## src/rtl/owbm_pkg.sv

```systemverilog
// owbm_pkg: shared types, codes and timing constants of the 1-Wire bus master.
// No dependencies; every rtl file refers to it by scoped names.
package owbm_pkg;

	// Bus phases of the running command
	typedef enum logic [3:0] {
		PH_IDLE     = 4'd0,
		PH_RST_LOW  = 4'd1,
		PH_RST_REC  = 4'd2,
		PH_RST_WIN  = 4'd3,
		PH_RST_TAIL = 4'd4,
		PH_WR_LOW   = 4'd5,
		PH_WR_REST  = 4'd6,
		PH_RD_LOW   = 4'd7,
		PH_RD_WAIT  = 4'd8,
		PH_RD_REST  = 4'd9
	} phase_t;

	// Request opcodes; codes 6 and 7 are ignored
	typedef enum logic [2:0] {
		OP_TICK       = 3'd0,
		OP_BUS_RESET  = 3'd1,
		OP_WRITE_BYTE = 3'd2,
		OP_READ_BYTE  = 3'd3,
		OP_WRITE_BIT  = 3'd4,
		OP_READ_BIT   = 3'd5,
		OP_NONE6      = 3'd6,
		OP_NONE7      = 3'd7
	} opcode_t;

	// Configuration register indexes
	typedef enum logic [2:0] {
		CFG_RESET_LOW     = 3'd0,
		CFG_RESET_RECOVER = 3'd1,
		CFG_PRESENCE_WIN  = 3'd2,
		CFG_WR1_LOW       = 3'd3,
		CFG_WR1_REST      = 3'd4,
		CFG_WR0_LOW       = 3'd5,
		CFG_RD_LOW        = 3'd6,
		CFG_RD_SAMPLE     = 3'd7
	} cfg_idx_t;

	localparam int unsigned CNT_W      = 10;
	localparam int unsigned SHORT_W    = 7;
	localparam int unsigned BYTE_W     = 8;
	localparam int unsigned BITS_W     = 4;
	localparam int unsigned CFG_DATA_W = CNT_W;

	// Fixed times in microseconds
	localparam logic [CNT_W-1:0] RESET_TAIL_US   = 10'd10;
	localparam logic [CNT_W-1:0] ZERO_RECOVER_US = 10'd10;
	localparam logic [CNT_W-1:0] READ_REST_US    = 10'd70;

	localparam logic [BITS_W-1:0] BITS_BYTE = 4'd8;
	localparam logic [BITS_W-1:0] BITS_ONE  = 4'd1;

	// Register reset values
	localparam logic [CNT_W-1:0]   RST_RESET_LOW     = 10'd550;
	localparam logic [CNT_W-1:0]   RST_RESET_RECOVER = 10'd50;
	localparam logic [CNT_W-1:0]   RST_PRESENCE_WIN  = 10'd100;
	localparam logic [SHORT_W-1:0] RST_WR1_LOW       = 7'd8;
	localparam logic [SHORT_W-1:0] RST_WR1_REST      = 7'd70;
	localparam logic [SHORT_W-1:0] RST_WR0_LOW       = 7'd70;
	localparam logic [SHORT_W-1:0] RST_RD_LOW        = 7'd10;
	localparam logic [SHORT_W-1:0] RST_RD_SAMPLE     = 7'd5;

	typedef struct packed {
		logic [CNT_W-1:0]   reset_low_us;
		logic [CNT_W-1:0]   reset_recovery_us;
		logic [CNT_W-1:0]   presence_window_us;
		logic [SHORT_W-1:0] write_one_low_us;
		logic [SHORT_W-1:0] write_one_rest_us;
		logic [SHORT_W-1:0] write_zero_low_us;
		logic [SHORT_W-1:0] read_low_us;
		logic [SHORT_W-1:0] read_sample_us;
	} cfg_t;

	typedef struct packed {
		logic              drive_low;
		logic              busy_res;
		logic              done_res;
		logic              presence;
		logic [BYTE_W-1:0] read_data;
		logic              rejected;
	} result_t;

	// A zero length counts as one microsecond
	function automatic logic [CNT_W-1:0] len_us(input logic [CNT_W-1:0] v);
		return (v == '0) ? 10'd1 : v;
	endfunction

	function automatic logic [CNT_W-1:0] len_short(input logic [SHORT_W-1:0] v);
		return len_us({{(CNT_W-SHORT_W){1'b0}}, v});
	endfunction

endpackage

```

## src/rtl/owbm_if.sv

```systemverilog
// owbm_if: valid/ready channel interfaces for requests and results.
// Depends on owbm_pkg for field widths.
interface owbm_req_if;
	logic                           valid;
	logic                           ready;
	logic [2:0]                     opcode;
	logic [owbm_pkg::BYTE_W-1:0]    data_in;
	logic                           line_level;

	modport source (output valid, output opcode, output data_in, output line_level,
		input ready);
	modport sink (input valid, input opcode, input data_in, input line_level,
		output ready);
endinterface

interface owbm_rsp_if;
	logic                           valid;
	logic                           ready;
	logic                           drive_low;
	logic                           busy_res;
	logic                           done_res;
	logic                           presence;
	logic [owbm_pkg::BYTE_W-1:0]    read_data;
	logic                           rejected;

	modport source (output valid, output drive_low, output busy_res, output done_res,
		output presence, output read_data, output rejected, input ready);
	modport sink (input valid, input drive_low, input busy_res, input done_res,
		input presence, input read_data, input rejected, output ready);
endinterface

```

## src/rtl/owbm_cfg_regs.sv

```systemverilog
// owbm_cfg_regs: timing register file written through a plain write port.
// Depends on owbm_pkg (cfg_t, register indexes, reset values).
module owbm_cfg_regs (
	input  logic                              clk,
	input  logic                              arst_n,
	input  logic                              we,
	input  logic [2:0]                        index,
	input  logic [owbm_pkg::CFG_DATA_W-1:0]   wdata,
	output owbm_pkg::cfg_t                    cfg
);

	owbm_pkg::cfg_t cfg_q;

	// Update the addressed register, keep the rest
	always_ff @(posedge clk or negedge arst_n) begin
		if (!arst_n) begin
			cfg_q.reset_low_us       <= owbm_pkg::RST_RESET_LOW;
			cfg_q.reset_recovery_us  <= owbm_pkg::RST_RESET_RECOVER;
			cfg_q.presence_window_us <= owbm_pkg::RST_PRESENCE_WIN;
			cfg_q.write_one_low_us   <= owbm_pkg::RST_WR1_LOW;
			cfg_q.write_one_rest_us  <= owbm_pkg::RST_WR1_REST;
			cfg_q.write_zero_low_us  <= owbm_pkg::RST_WR0_LOW;
			cfg_q.read_low_us        <= owbm_pkg::RST_RD_LOW;
			cfg_q.read_sample_us     <= owbm_pkg::RST_RD_SAMPLE;
		end else if (we) begin
			case (owbm_pkg::cfg_idx_t'(index))
				owbm_pkg::CFG_RESET_LOW:     cfg_q.reset_low_us       <= wdata;
				owbm_pkg::CFG_RESET_RECOVER: cfg_q.reset_recovery_us  <= wdata;
				owbm_pkg::CFG_PRESENCE_WIN:  cfg_q.presence_window_us <= wdata;
				owbm_pkg::CFG_WR1_LOW:
					cfg_q.write_one_low_us  <= wdata[owbm_pkg::SHORT_W-1:0];
				owbm_pkg::CFG_WR1_REST:
					cfg_q.write_one_rest_us <= wdata[owbm_pkg::SHORT_W-1:0];
				owbm_pkg::CFG_WR0_LOW:
					cfg_q.write_zero_low_us <= wdata[owbm_pkg::SHORT_W-1:0];
				owbm_pkg::CFG_RD_LOW:
					cfg_q.read_low_us       <= wdata[owbm_pkg::SHORT_W-1:0];
				owbm_pkg::CFG_RD_SAMPLE:
					cfg_q.read_sample_us    <= wdata[owbm_pkg::SHORT_W-1:0];
				default: begin
				end
			endcase
		end
	end

	assign cfg = cfg_q;

endmodule

```

## src/rtl/owbm_core.sv

```systemverilog
// owbm_core: bus phase sequencer; one request updates the state in one pass.
// Depends on owbm_pkg (phase_t, opcode_t, cfg_t, result_t, len helpers).
module owbm_core (
	input  logic                           clk,
	input  logic                           arst_n,
	input  logic                           accept,
	input  logic [2:0]                     opcode,
	input  logic [owbm_pkg::BYTE_W-1:0]    data_in,
	input  logic                           line_level,
	input  owbm_pkg::cfg_t                 cfg,
	output owbm_pkg::result_t              result
);

	owbm_pkg::phase_t                 phase_q, phase_d;
	logic [owbm_pkg::CNT_W-1:0]       cnt_q, cnt_d;
	logic [owbm_pkg::BYTE_W-1:0]      shift_q, shift_d;
	logic [owbm_pkg::BITS_W-1:0]      bits_q, bits_d;
	logic [2:0]                       kind_q, kind_d;
	logic                             pres_q, pres_d;
	logic                             done, rej;

	logic [owbm_pkg::CNT_W-1:0]       cnt_dec;
	logic [owbm_pkg::BITS_W-1:0]      bits_dec;
	logic [owbm_pkg::BYTE_W-1:0]      shift_sh;
	logic                             is_idle;

	assign cnt_dec  = cnt_q - 10'd1;
	assign bits_dec = bits_q - 4'd1;
	assign shift_sh = {1'b0, shift_q[owbm_pkg::BYTE_W-1:1]};
	assign is_idle  = (phase_q == owbm_pkg::PH_IDLE);

	// Next state: tick advances the countdown, a command starts from idle and is rejected while busy
	always_comb begin
		phase_d = phase_q;
		cnt_d   = cnt_q;
		shift_d = shift_q;
		bits_d  = bits_q;
		kind_d  = kind_q;
		pres_d  = pres_q;
		done    = 1'b0;
		rej     = 1'b0;
		case (owbm_pkg::opcode_t'(opcode))
			owbm_pkg::OP_TICK: begin
				if (!is_idle) begin
					if (phase_q == owbm_pkg::PH_RST_WIN && !line_level) begin
						pres_d = 1'b1;
					end
					cnt_d = cnt_dec;
					if (cnt_dec == '0) begin
						case (phase_q)
							owbm_pkg::PH_RST_LOW: begin
								phase_d = owbm_pkg::PH_RST_REC;
								cnt_d   = owbm_pkg::len_us(cfg.reset_recovery_us);
							end
							owbm_pkg::PH_RST_REC: begin
								phase_d = owbm_pkg::PH_RST_WIN;
								cnt_d   = owbm_pkg::len_us(cfg.presence_window_us);
							end
							owbm_pkg::PH_RST_WIN: begin
								phase_d = owbm_pkg::PH_RST_TAIL;
								cnt_d   = owbm_pkg::RESET_TAIL_US;
							end
							owbm_pkg::PH_WR_LOW: begin
								phase_d = owbm_pkg::PH_WR_REST;
								cnt_d   = shift_q[0] ?
									owbm_pkg::len_short(cfg.write_one_rest_us) :
									owbm_pkg::ZERO_RECOVER_US;
							end
							owbm_pkg::PH_WR_REST: begin
								shift_d = shift_sh;
								bits_d  = bits_dec;
								if (bits_dec != '0) begin
									phase_d = owbm_pkg::PH_WR_LOW;
									cnt_d   = shift_sh[0] ?
										owbm_pkg::len_short(cfg.write_one_low_us) :
										owbm_pkg::len_short(cfg.write_zero_low_us);
								end else begin
									done = 1'b1;
								end
							end
							owbm_pkg::PH_RD_LOW: begin
								phase_d = owbm_pkg::PH_RD_WAIT;
								cnt_d   = owbm_pkg::len_short(cfg.read_sample_us);
							end
							owbm_pkg::PH_RD_WAIT: begin
								if (owbm_pkg::opcode_t'(kind_q) == owbm_pkg::OP_READ_BIT) begin
									shift_d = {{(owbm_pkg::BYTE_W-1){1'b0}}, line_level};
								end else begin
									shift_d = {line_level, shift_q[owbm_pkg::BYTE_W-1:1]};
								end
								phase_d = owbm_pkg::PH_RD_REST;
								cnt_d   = owbm_pkg::READ_REST_US;
							end
							owbm_pkg::PH_RD_REST: begin
								bits_d = bits_dec;
								if (bits_dec != '0) begin
									phase_d = owbm_pkg::PH_RD_LOW;
									cnt_d   = owbm_pkg::len_short(cfg.read_low_us);
								end else begin
									done = 1'b1;
								end
							end
							default: begin
								done = 1'b1;
							end
						endcase
						if (done) begin
							phase_d = owbm_pkg::PH_IDLE;
							cnt_d   = '0;
						end
					end
				end
			end
			owbm_pkg::OP_BUS_RESET, owbm_pkg::OP_WRITE_BYTE, owbm_pkg::OP_READ_BYTE,
			owbm_pkg::OP_WRITE_BIT, owbm_pkg::OP_READ_BIT: begin
				if (!is_idle) begin
					rej = 1'b1;
				end else begin
					kind_d = opcode;
					case (owbm_pkg::opcode_t'(opcode))
						owbm_pkg::OP_BUS_RESET: begin
							pres_d  = 1'b0;
							bits_d  = '0;
							phase_d = owbm_pkg::PH_RST_LOW;
							cnt_d   = owbm_pkg::len_us(cfg.reset_low_us);
						end
						owbm_pkg::OP_WRITE_BYTE: begin
							shift_d = data_in;
							bits_d  = owbm_pkg::BITS_BYTE;
							phase_d = owbm_pkg::PH_WR_LOW;
							cnt_d   = data_in[0] ?
								owbm_pkg::len_short(cfg.write_one_low_us) :
								owbm_pkg::len_short(cfg.write_zero_low_us);
						end
						owbm_pkg::OP_WRITE_BIT: begin
							shift_d = {{(owbm_pkg::BYTE_W-1){1'b0}}, data_in[0]};
							bits_d  = owbm_pkg::BITS_ONE;
							phase_d = owbm_pkg::PH_WR_LOW;
							cnt_d   = data_in[0] ?
								owbm_pkg::len_short(cfg.write_one_low_us) :
								owbm_pkg::len_short(cfg.write_zero_low_us);
						end
						owbm_pkg::OP_READ_BYTE: begin
							shift_d = '0;
							bits_d  = owbm_pkg::BITS_BYTE;
							phase_d = owbm_pkg::PH_RD_LOW;
							cnt_d   = owbm_pkg::len_short(cfg.read_low_us);
						end
						default: begin
							shift_d = '0;
							bits_d  = owbm_pkg::BITS_ONE;
							phase_d = owbm_pkg::PH_RD_LOW;
							cnt_d   = owbm_pkg::len_short(cfg.read_low_us);
						end
					endcase
				end
			end
			default: begin
			end
		endcase
	end

	// Result fields as seen after this request
	always_comb begin
		result.drive_low = (phase_d == owbm_pkg::PH_RST_LOW) ||
			(phase_d == owbm_pkg::PH_WR_LOW) || (phase_d == owbm_pkg::PH_RD_LOW);
		result.busy_res  = (phase_d != owbm_pkg::PH_IDLE);
		result.done_res  = done;
		result.presence  = pres_d;
		result.read_data = (done && ((owbm_pkg::opcode_t'(kind_q) == owbm_pkg::OP_READ_BYTE) ||
			(owbm_pkg::opcode_t'(kind_q) == owbm_pkg::OP_READ_BIT))) ? shift_d : '0;
		result.rejected  = rej;
	end

	// Hold state between requests
	always_ff @(posedge clk or negedge arst_n) begin
		if (!arst_n) begin
			phase_q <= owbm_pkg::PH_IDLE;
			cnt_q   <= '0;
			shift_q <= '0;
			bits_q  <= '0;
			kind_q  <= '0;
			pres_q  <= 1'b0;
		end else if (accept) begin
			phase_q <= phase_d;
			cnt_q   <= cnt_d;
			shift_q <= shift_d;
			bits_q  <= bits_d;
			kind_q  <= kind_d;
			pres_q  <= pres_d;
		end
	end

endmodule

```

## src/rtl/owbm_rsp_reg.sv

```systemverilog
// owbm_rsp_reg: result output register with valid/ready handshake.
// Depends on owbm_pkg (result_t) and owbm_rsp_if.
module owbm_rsp_reg (
	input  logic                  clk,
	input  logic                  arst_n,
	input  logic                  load,
	input  owbm_pkg::result_t     result,
	output logic                  can_load,
	owbm_rsp_if.source            rsp
);

	logic              valid_q;
	owbm_pkg::result_t data_q;

	// Take a new result when empty or when the held one leaves this cycle
	assign can_load = !valid_q || rsp.ready;

	always_ff @(posedge clk or negedge arst_n) begin
		if (!arst_n) begin
			valid_q <= 1'b0;
		end else if (can_load) begin
			valid_q <= load;
		end
	end

	always_ff @(posedge clk) begin
		if (load && can_load) begin
			data_q <= result;
		end
	end

	assign rsp.valid     = valid_q;
	assign rsp.drive_low = data_q.drive_low;
	assign rsp.busy_res  = data_q.busy_res;
	assign rsp.done_res  = data_q.done_res;
	assign rsp.presence  = data_q.presence;
	assign rsp.read_data = data_q.read_data;
	assign rsp.rejected  = data_q.rejected;

endmodule

```

## src/rtl/one_wire_bus_master.sv

```systemverilog
// one_wire_bus_master: timed 1-Wire bus master, top level.
// Depends on owbm_pkg, owbm_if, owbm_cfg_regs, owbm_core, owbm_rsp_reg.
//
// Usage:
//   req carries one request per item: a one-microsecond tick with the sampled
//   line level, or a command (bus reset, write/read byte, write/read bit).
//   rsp returns exactly one result per request: drive_low, busy, done,
//   presence, read data and a rejected flag for a command sent while busy.
//   The cfg write port (cfg_we, cfg_index, cfg_wdata) sets the eight timing
//   registers; write it only while no request is outstanding.
// Timing and rate:
//   A result appears on rsp in the cycle after its request is accepted. One
//   request per cycle is sustained while rsp is not stalled; the phase countdown
//   and next-phase logic are combinational ahead of the output register.
// Reset:
//   arst_n returns the bus to idle (released), clears presence and loads the
//   default timings; the result register comes up empty.
// Stall:
//   When rsp is stalled the held result stays; req.ready stays high while the
//   output register is empty or draining, and drops otherwise.
module one_wire_bus_master (
	input  logic                              clk,
	input  logic                              arst_n,
	input  logic                              cfg_we,
	input  logic [2:0]                        cfg_index,
	input  logic [owbm_pkg::CFG_DATA_W-1:0]   cfg_wdata,
	owbm_req_if.sink                          req,
	owbm_rsp_if.source                        rsp
);

	owbm_pkg::cfg_t    cfg;
	owbm_pkg::result_t result;
	logic              can_load;
	logic              accept;

	assign req.ready = can_load;
	assign accept    = req.valid && can_load;

	owbm_cfg_regs u_cfg (
		.clk    (clk),
		.arst_n (arst_n),
		.we     (cfg_we),
		.index  (cfg_index),
		.wdata  (cfg_wdata),
		.cfg    (cfg)
	);

	owbm_core u_core (
		.clk        (clk),
		.arst_n     (arst_n),
		.accept     (accept),
		.opcode     (req.opcode),
		.data_in    (req.data_in),
		.line_level (req.line_level),
		.cfg        (cfg),
		.result     (result)
	);

	owbm_rsp_reg u_rsp (
		.clk      (clk),
		.arst_n   (arst_n),
		.load     (accept),
		.result   (result),
		.can_load (can_load),
		.rsp      (rsp)
	);

endmodule

```

## src/flat_wrapper.sv

```systemverilog
// flat-port wrapper written by rule: the top's interface ports become plain ports
module one_wire_bus_master_flat 
  (clk, arst_n, cfg_we, cfg_index, cfg_wdata, req_valid, req_opcode, req_data_in, req_line_level, req_ready, rsp_valid, rsp_drive_low, rsp_busy_res, rsp_done_res, rsp_presence, rsp_read_data, rsp_rejected, rsp_ready);
  owbm_req_if req_i ();
  owbm_rsp_if rsp_i ();
  input  logic clk;
  input  logic arst_n;
  input  logic cfg_we;
  input  logic [2:0] cfg_index;
  input  logic [owbm_pkg::CFG_DATA_W-1:0] cfg_wdata;
  input wire logic [$bits(req_i.valid)-1:0] req_valid;
  input wire logic [$bits(req_i.opcode)-1:0] req_opcode;
  input wire logic [$bits(req_i.data_in)-1:0] req_data_in;
  input wire logic [$bits(req_i.line_level)-1:0] req_line_level;
  output wire logic [$bits(req_i.ready)-1:0] req_ready;
  output wire logic [$bits(rsp_i.valid)-1:0] rsp_valid;
  output wire logic [$bits(rsp_i.drive_low)-1:0] rsp_drive_low;
  output wire logic [$bits(rsp_i.busy_res)-1:0] rsp_busy_res;
  output wire logic [$bits(rsp_i.done_res)-1:0] rsp_done_res;
  output wire logic [$bits(rsp_i.presence)-1:0] rsp_presence;
  output wire logic [$bits(rsp_i.read_data)-1:0] rsp_read_data;
  output wire logic [$bits(rsp_i.rejected)-1:0] rsp_rejected;
  input wire logic [$bits(rsp_i.ready)-1:0] rsp_ready;
  assign req_i.valid = req_valid;
  assign req_i.opcode = req_opcode;
  assign req_i.data_in = req_data_in;
  assign req_i.line_level = req_line_level;
  assign req_ready = req_i.ready;
  assign rsp_valid = rsp_i.valid;
  assign rsp_drive_low = rsp_i.drive_low;
  assign rsp_busy_res = rsp_i.busy_res;
  assign rsp_done_res = rsp_i.done_res;
  assign rsp_presence = rsp_i.presence;
  assign rsp_read_data = rsp_i.read_data;
  assign rsp_rejected = rsp_i.rejected;
  assign rsp_i.ready = rsp_ready;
  one_wire_bus_master u_core (.clk(clk), .arst_n(arst_n), .cfg_we(cfg_we), .cfg_index(cfg_index), .cfg_wdata(cfg_wdata), .req(req_i), .rsp(rsp_i));
endmodule
```

## config.mk

```make
export PLATFORM = sky130hd
export DESIGN_NAME = one_wire_bus_master_flat
export DESIGN_NICKNAME = d
export VERILOG_FILES = /design/src/rtl/owbm_pkg.sv /design/src/rtl/owbm_if.sv /design/src/rtl/owbm_cfg_regs.sv /design/src/rtl/owbm_core.sv /design/src/rtl/owbm_rsp_reg.sv /design/src/rtl/one_wire_bus_master.sv /design/src/flat_wrapper.sv
export SDC_FILE = /design/constraint.sdc
export NUM_CORES = 1
export LEC_CHECK = 0
export ABC_AREA = 1
export BUFFER_PORTS_ARGS = -buffer_cell sky130_fd_sc_hd__buf_2
export CAP_MARGIN = 20
export CORE_MARGIN = 5
export CORE_UTILIZATION = 45
export DETAILED_ROUTE_END_ITERATION = 10
export HOLD_SLACK_MARGIN = 0.08
export PLACE_DENSITY = 0.62
export SLEW_MARGIN = 5
export SYNTH_ARGS = -nofsm -noshare
export SYNTH_HDL_FRONTEND = slang
export SYNTH_SLANG_ARGS = --single-unit
```

## constraint.sdc

```tcl
create_clock -name clk -period 2.3 [get_ports clk]
set_clock_uncertainty 0.2 [all_clocks]
set_input_delay 0.345 -clock clk [delete_from_list [all_inputs] [get_ports clk]]
set_output_delay 0.345 -clock clk [all_outputs]
set_load 0.01 [all_outputs]
```

==> metrics.txt <==
# TYPE chip_impl_metric gauge
chip_impl_metric{name="top_level_ports",unit=""} 45
chip_impl_info{name="crit_top_cell",value="sky130_fd_sc_hd__nand2_2"} 1
chip_impl_metric{name="drc",unit=""} 0
chip_impl_metric{name="preCtsSetupSlack",unit="ns"} -0.0359
chip_impl_metric{name="gp_routability_congestion",unit=""} 0.945
chip_impl_metric{name="routed_via_density",unit=""} 5.26
chip_impl_info{name="holdPathEnd",value="u_core.u_core.kind_q[0]"} 1
chip_impl_metric{name="dieWidth",unit="um"} 129
chip_impl_info{name="hold_start",value="req_opcode[0]"} 1
chip_impl_metric{name="crit_fanout",unit=""} 6
chip_impl_metric{name="dr.first_iter.drc_count",unit=""} 421
chip_impl_metric{name="gr-total-overflow",unit=""} 0
chip_impl_metric{name="worst_slack",unit="ns"} -0.0457
chip_impl_metric{name="fin_setup_tns",unit="ns"} -0.0926
chip_impl_metric{name="max_freq",unit="MHz"} 426
chip_impl_metric{name="report.final.slew_viol_count",unit=""} 0
chip_impl_metric{name="total_wirelength",unit="um"} 18000
chip_impl_metric{name="synth_area",unit="um2"} 6340
chip_impl_metric{name="finish.instance_area",unit="um2"} 7620
chip_impl_metric{name="hold_depth",unit=""} 3
chip_impl_metric{name="global_route_wire_length_before_repair",unit="um"} 29300
chip_impl_metric{name="ir_drop",unit="mV"} 0.650
chip_impl_metric{name="worst-slew-pin-transition",unit="ns"} 0.576
chip_impl_metric{name="dp_hpwl",unit="um"} 13500
chip_impl_info{name="cts_tree",value="yes"} 1
chip_impl_metric{name="final_util",unit="%"} 55.1
chip_impl_metric{name="post_synthesis_register_bit_count",unit=""} 109
chip_impl_metric{name="power_report.internal_total",unit="mW"} 4.56
chip_impl_metric{name="io_buffers",unit=""} 44
chip_impl_metric{name="effective_utilization_at_floorplan",unit="%"} 45.9
chip_impl_info{name="type_of_the_worst_min_delay_path",value="primary input to flip-flop"} 1
chip_impl_info{name="crit_chain",value="buf_6 > nor2_4 > nand2_4 > nor2_4 > nand2_1 > nand2_1 > nand2_2 > nor2_2 > nand2_2 > nor2_8 > buf_6 > nand2_2 > nand3_2 > nand2_2 > nor2_1 > nand2_1"} 1
chip_impl_metric{name="global_route_met3_utilization",unit="%"} 4.07
chip_impl_metric{name="numCtsBuffers",unit=""} 9
chip_impl_metric{name="crit_arrival",unit="ns"} 2.26
chip_impl_metric{name="via_count_of_the_first_global_routing_pass",unit=""} 5766
chip_impl_metric{name="grt_max_degree",unit=""} 47
chip_impl_metric{name="rows",unit=""} 43
chip_impl_metric{name="cp.required",unit="ns"} 2.21
chip_impl_metric{name="power.combinational.fraction",unit="%"} 42.4
chip_impl_metric{name="use_met1",unit="%"} 30.8
chip_impl_metric{name="post_dp_cell_area",unit="um2"} 7110
chip_impl_metric{name="finalCritPeriodShare",unit="%"} 102
chip_impl_metric{name="grt.total_usage",unit="%"} 22.6
chip_impl_info{name="crit_path_top_delay_cell",value="sky130_fd_sc_hd__dfrtp_1"} 1
chip_impl_metric{name="die_footprint",unit="um2"} 16600
chip_impl_metric{name="clockPowerShare",unit="%"} 20.1
chip_impl_metric{name="layout.nets",unit=""} 989
chip_impl_metric{name="cts_sinks",unit=""} 109
chip_impl_metric{name="diodes_inserted",unit=""} 0
chip_impl_metric{name="die_h",unit="um"} 129
chip_impl_metric{name="cts_htree_levels",unit=""} 3
chip_impl_metric{name="final_ant_viol_nets",unit=""} 0
chip_impl_metric{name="syn-mean-instance-area",unit="um2"} 7.38
chip_impl_info{name="result_of_the_run",value="finished, violations left"} 1
chip_impl_metric{name="syn_nets",unit=""} 893
chip_impl_metric{name="route.vias.total",unit=""} 5999
chip_impl_metric{name="met2_usage",unit="%"} 36.2
chip_impl_info{name="timing.rr.end",value="u_core.u_rsp.rsp.busy_res"} 1
chip_impl_metric{name="final-hold-violation-count",unit=""} 0
chip_impl_metric{name="grt_antenna_before_repair",unit=""} 0
chip_impl_metric{name="setup.reg_to_reg.worst_slack",unit="ns"} -0.05
chip_impl_metric{name="reg2reg_path_depth",unit=""} 16
chip_impl_metric{name="placeable_core_area",unit="um2"} 13800
chip_impl_metric{name="max-slew-margin-rel",unit="%"} 61.5
chip_impl_metric{name="synth_seq_area_share",unit="%"} 44.4
chip_impl_info{name="critical_r2r_launch",value="u_core.u_core.cnt_q[1]"} 1
chip_impl_metric{name="pwr_density_cell",unit="nW/um2"} 1030
chip_impl_metric{name="finalSetupViolations",unit=""} 6
chip_impl_info{name="worst_setup_path_end_kind",value="flip-flop"} 1
chip_impl_metric{name="clock_insertion_delay_worst_skew",unit="ns"} 0.36
chip_impl_metric{name="post-route-min-period",unit="ns"} 2.35
chip_impl_metric{name="area_growth_syn_to_layout",unit="%"} 20.2
chip_impl_metric{name="detailedRoute.firstPassIterationCount",unit=""} 5
chip_impl_info{name="cts_root_buf",value="sky130_fd_sc_hd__clkbuf_16"} 1
chip_impl_metric{name="number_of_unique_standard_cell_types_used_by_synthesis",unit=""} 43
chip_impl_metric{name="max_cap_violations",unit=""} 0
chip_impl_metric{name="p_leak",unit="nW"} 3.69
chip_impl_info{name="unrepaired_setup_endpoints_after_global_routing",value="yes"} 1
chip_impl_metric{name="fin_worst_hold_slack",unit="ns"} 0.110
chip_impl_metric{name="postSynthCellCount",unit=""} 859
chip_impl_metric{name="max_stage_delay",unit="ns"} 0.40
chip_impl_metric{name="clock_path_buffers",unit=""} 2
chip_impl_info{name="cp-start-kind",value="flip-flop"} 1
chip_impl_metric{name="power.sequential.fraction",unit="%"} 37.4
chip_impl_metric{name="net-switching-power",unit="mW"} 3.27
chip_impl_info{name="worstSetupPathType",value="flip-flop to flip-flop"} 1
chip_impl_info{name="failed_checks",value="negative setup slack"} 1
chip_impl_info{name="grt.busiest_layer",value="met2"} 1
chip_impl_metric{name="p_sw_share",unit="%"} 41.8
chip_impl_metric{name="avgRoutedWirePerCell",unit="um"} 15.8
chip_impl_metric{name="cts.reportedPaths.clkPinSlew",unit="ns"} 0.08
chip_impl_metric{name="yosys_warn_count",unit=""} 0
chip_impl_metric{name="drive_gt1_share",unit="%"} 23.2
==> through the flow <==
| step | cells | power (mW) |
|---|---|---|
| final | 1140 | 7.83 |
| after floorplan | 859 | 4.91 |
| after detailed placement | 1115 | 6.07 |
| after global routing | 1140 | 8.42 |
| after global placement | 1115 | 6.06 |
| after CTS | 1138 | 7.72 |
==> layer usage <==
layer / routed length, um / vias up
met4: 435 / 0
met1: 8090 / 2778
li1: - / 3003
met2: 8420 / 188
met5: 0 / -
met3: 1090 / 30
==> worst max-delay path by stage <==
stage	start	end	slack, ns	depth (start not counted)
2_1_floorplan	u_core.u_core.cnt_q[0]	u_core.u_rsp.rsp.drive_low	0.04	15
3_3_place_gp	u_core.u_core.cnt_q[1]	u_core.u_rsp.rsp.read_data[1]	0.02	13
3_5_place_dp	u_core.u_core.cnt_q[1]	u_core.u_rsp.rsp.read_data[5]	-0.04	13
4_1_cts	u_core.u_core.cnt_q[1]	u_core.u_rsp.rsp.read_data[5]	0.0001	13
5_1_grt	u_core.u_core.cnt_q[0]	u_core.u_rsp.rsp.drive_low	-0.21	16
6_report	u_core.u_core.cnt_q[1]	u_core.u_rsp.rsp.busy_res	-0.05	16
==> layout make-up <==
cell class,count,area [um2]
fillers,1359,6200
clock inverters,6,62.6
clock buffers,10,239
multi-input cells,627,3160
well taps,180,225
repair buffers,107,739
inverters,101,382
flip-flops and latches,109,2820
==> synth_stat cells <==
cell | n | area share [%]
sky130_fd_sc_hd__a32o_1 | 1 | 0.16
sky130_fd_sc_hd__o21bai_1 | 1 | 0.12
sky130_fd_sc_hd__o21ai_1 | 12 | 0.95
sky130_fd_sc_hd__edfxtp_1 | 13 | 6.2
sky130_fd_sc_hd__nand2_2 | 17 | 1.7
sky130_fd_sc_hd__a22oi_1 | 6 | 0.71
sky130_fd_sc_hd__nor2_2 | 13 | 1.3
sky130_fd_sc_hd__ha_1 | 4 | 0.79
sky130_fd_sc_hd__clkinv_1 | 2 | 0.12
sky130_fd_sc_hd__clkbuf_2 | 1 | 0.079
sky130_fd_sc_hd__a31o_2 | 3 | 0.41
sky130_fd_sc_hd__nor3_1 | 8 | 0.63
sky130_fd_sc_hd__a221oi_1 | 4 | 0.55
sky130_fd_sc_hd__o22ai_1 | 5 | 0.49
sky130_fd_sc_hd__nor4_1 | 1 | 0.099
sky130_fd_sc_hd__dfrtp_1 | 75 | 30
sky130_fd_sc_hd__nand4_1 | 10 | 0.99
sky130_fd_sc_hd__and2_1 | 1 | 0.099
sky130_fd_sc_hd__nand3_2 | 9 | 1.4
sky130_fd_sc_hd__a31oi_1 | 4 | 0.39
sky130_fd_sc_hd__nand2_4 | 1 | 0.18
sky130_fd_sc_hd__buf_2 | 1 | 0.079
sky130_fd_sc_hd__inv_2 | 5 | 0.30
sky130_fd_sc_hd__nor2_4 | 5 | 0.89
sky130_fd_sc_hd__a211oi_1 | 1 | 0.12
sky130_fd_sc_hd__nand3b_1 | 1 | 0.12
sky130_fd_sc_hd__a21oi_2 | 2 | 0.28
sky130_fd_sc_hd__buf_4 | 3 | 0.36
sky130_fd_sc_hd__nor3_4 | 2 | 0.51
sky130_fd_sc_hd__or2_2 | 1 | 0.099
sky130_fd_sc_hd__inv_1 | 94 | 5.6
sky130_fd_sc_hd__a41oi_1 | 2 | 0.28
sky130_fd_sc_hd__nor2_1 | 68 | 4.0
sky130_fd_sc_hd__nor2_8 | 2 | 0.63
sky130_fd_sc_hd__nand3_1 | 49 | 3.9
sky130_fd_sc_hd__a21oi_1 | 30 | 2.4
sky130_fd_sc_hd__clkbuf_1 | 17 | 1.0
sky130_fd_sc_hd__nand2_1 | 259 | 15
sky130_fd_sc_hd__o21ai_0 | 101 | 8.0
sky130_fd_sc_hd__o31ai_1 | 1 | 0.12
sky130_fd_sc_hd__nand3_4 | 1 | 0.28
sky130_fd_sc_hd__dfstp_2 | 21 | 8.7
sky130_fd_sc_hd__o211ai_1 | 2 | 0.24
==> power groups by stage <==
| stage | Sequential [mW] | Clock (mW) | Combinational (mW) |
|---|---|---|---|
| 2_1_floorplan | 2.83 | 0 | 2.08 |
| 3_3_place_gp | 2.95 | 0 | 3.12 |
| 3_5_place_dp | 2.95 | 0 | 3.12 |
| 4_1_cts | 2.92 | 1.62 | 3.18 |
| 5_1_grt | 3.00 | 1.70 | 3.73 |
| 6_report | 2.93 | 1.58 | 3.32 |
==> layout by cell type, fill, tap and decap left out, types with 5 or more instances in the layout <==
cell type | synthesis | layout
sky130_fd_sc_hd__nand2_1 | 259 | 248
sky130_fd_sc_hd__o21ai_0 | 101 | 98
sky130_fd_sc_hd__inv_1 | 94 | 92
sky130_fd_sc_hd__dfrtp_1 | 75 | 74
sky130_fd_sc_hd__nor2_1 | 68 | 66
sky130_fd_sc_hd__buf_4 | 3 | 52
sky130_fd_sc_hd__nand3_1 | 49 | 47
sky130_fd_sc_hd__buf_2 | 1 | 43
sky130_fd_sc_hd__a21oi_1 | 30 | 27
sky130_fd_sc_hd__nand2_2 | 17 | 25
sky130_fd_sc_hd__dfstp_2 | 21 | 21
sky130_fd_sc_hd__nor2_2 | 13 | 14
sky130_fd_sc_hd__edfxtp_1 | 13 | 13
sky130_fd_sc_hd__nand3_2 | 9 | 11
sky130_fd_sc_hd__o21ai_1 | 12 | 11
sky130_fd_sc_hd__nand4_1 | 10 | 10
sky130_fd_sc_hd__clkbuf_16 | 0 | 9
sky130_fd_sc_hd__nor3_1 | 8 | 8
sky130_fd_sc_hd__dlygate4sd3_1 | 0 | 8
sky130_fd_sc_hd__inv_2 | 5 | 6
sky130_fd_sc_hd__nor2_4 | 5 | 6
sky130_fd_sc_hd__a22oi_1 | 6 | 6
sky130_fd_sc_hd__o22ai_1 | 5 | 5
==> critical path, delay by kind of cell, from the launching register on <==
family | cells | cell delay (ns)
DFF | 1 | 0.40
buffers and inverters | 2 | 0.25
and+or+nand+nor | 14 | 1.26
==> cell families (layout without fill, tap and decap cells) <==
| kind of cell | count (synthesis) | in the layout | share of synthesized area, % |
|---|---|---|---|
| AND/OR/NAND/NOR | 448 | 448 | 32.1 |
| AO/OA/AOI/OAI | 175 | 175 | 15.2 |
| buffers and inverters | 123 | 224 | 7.50 |
| flip-flops | 109 | 109 | 44.4 |
| adder cells (fa/ha/maj) | 4 | 4 | 0.789 |
==> sequential cells by signal, summed over array words and instances (netlist names) <==
name,count
u_core.u_rsp.rsp.done_res,1
u_core.u_core.pres_q,1
u_core.u_core.shift_q,8
u_core.u_cfg.cfg,65
u_core.u_core.cnt_q,10
u_core.u_rsp.rsp.read_data,8
u_core.u_rsp.rsp.drive_low,1
u_core.u_core.kind_q,3
u_core.u_rsp.rsp.rejected,1
u_core.u_core.bits_q,4
u_core.u_core.phase_q,4
u_core.u_rsp.rsp.presence,1
u_core.u_rsp.rsp.busy_res,1
u_core.u_rsp.rsp.valid,1
==> timing repair <==
action	in CTS	in global routing
hold buffers	8	0
endpoints found under the hold margin	39	0
resized for setup	8	29
endpoints found under the setup margin	12	35
pin swaps	5	11
setup buffers	0	2
Power figures use the tool's default switching activity.
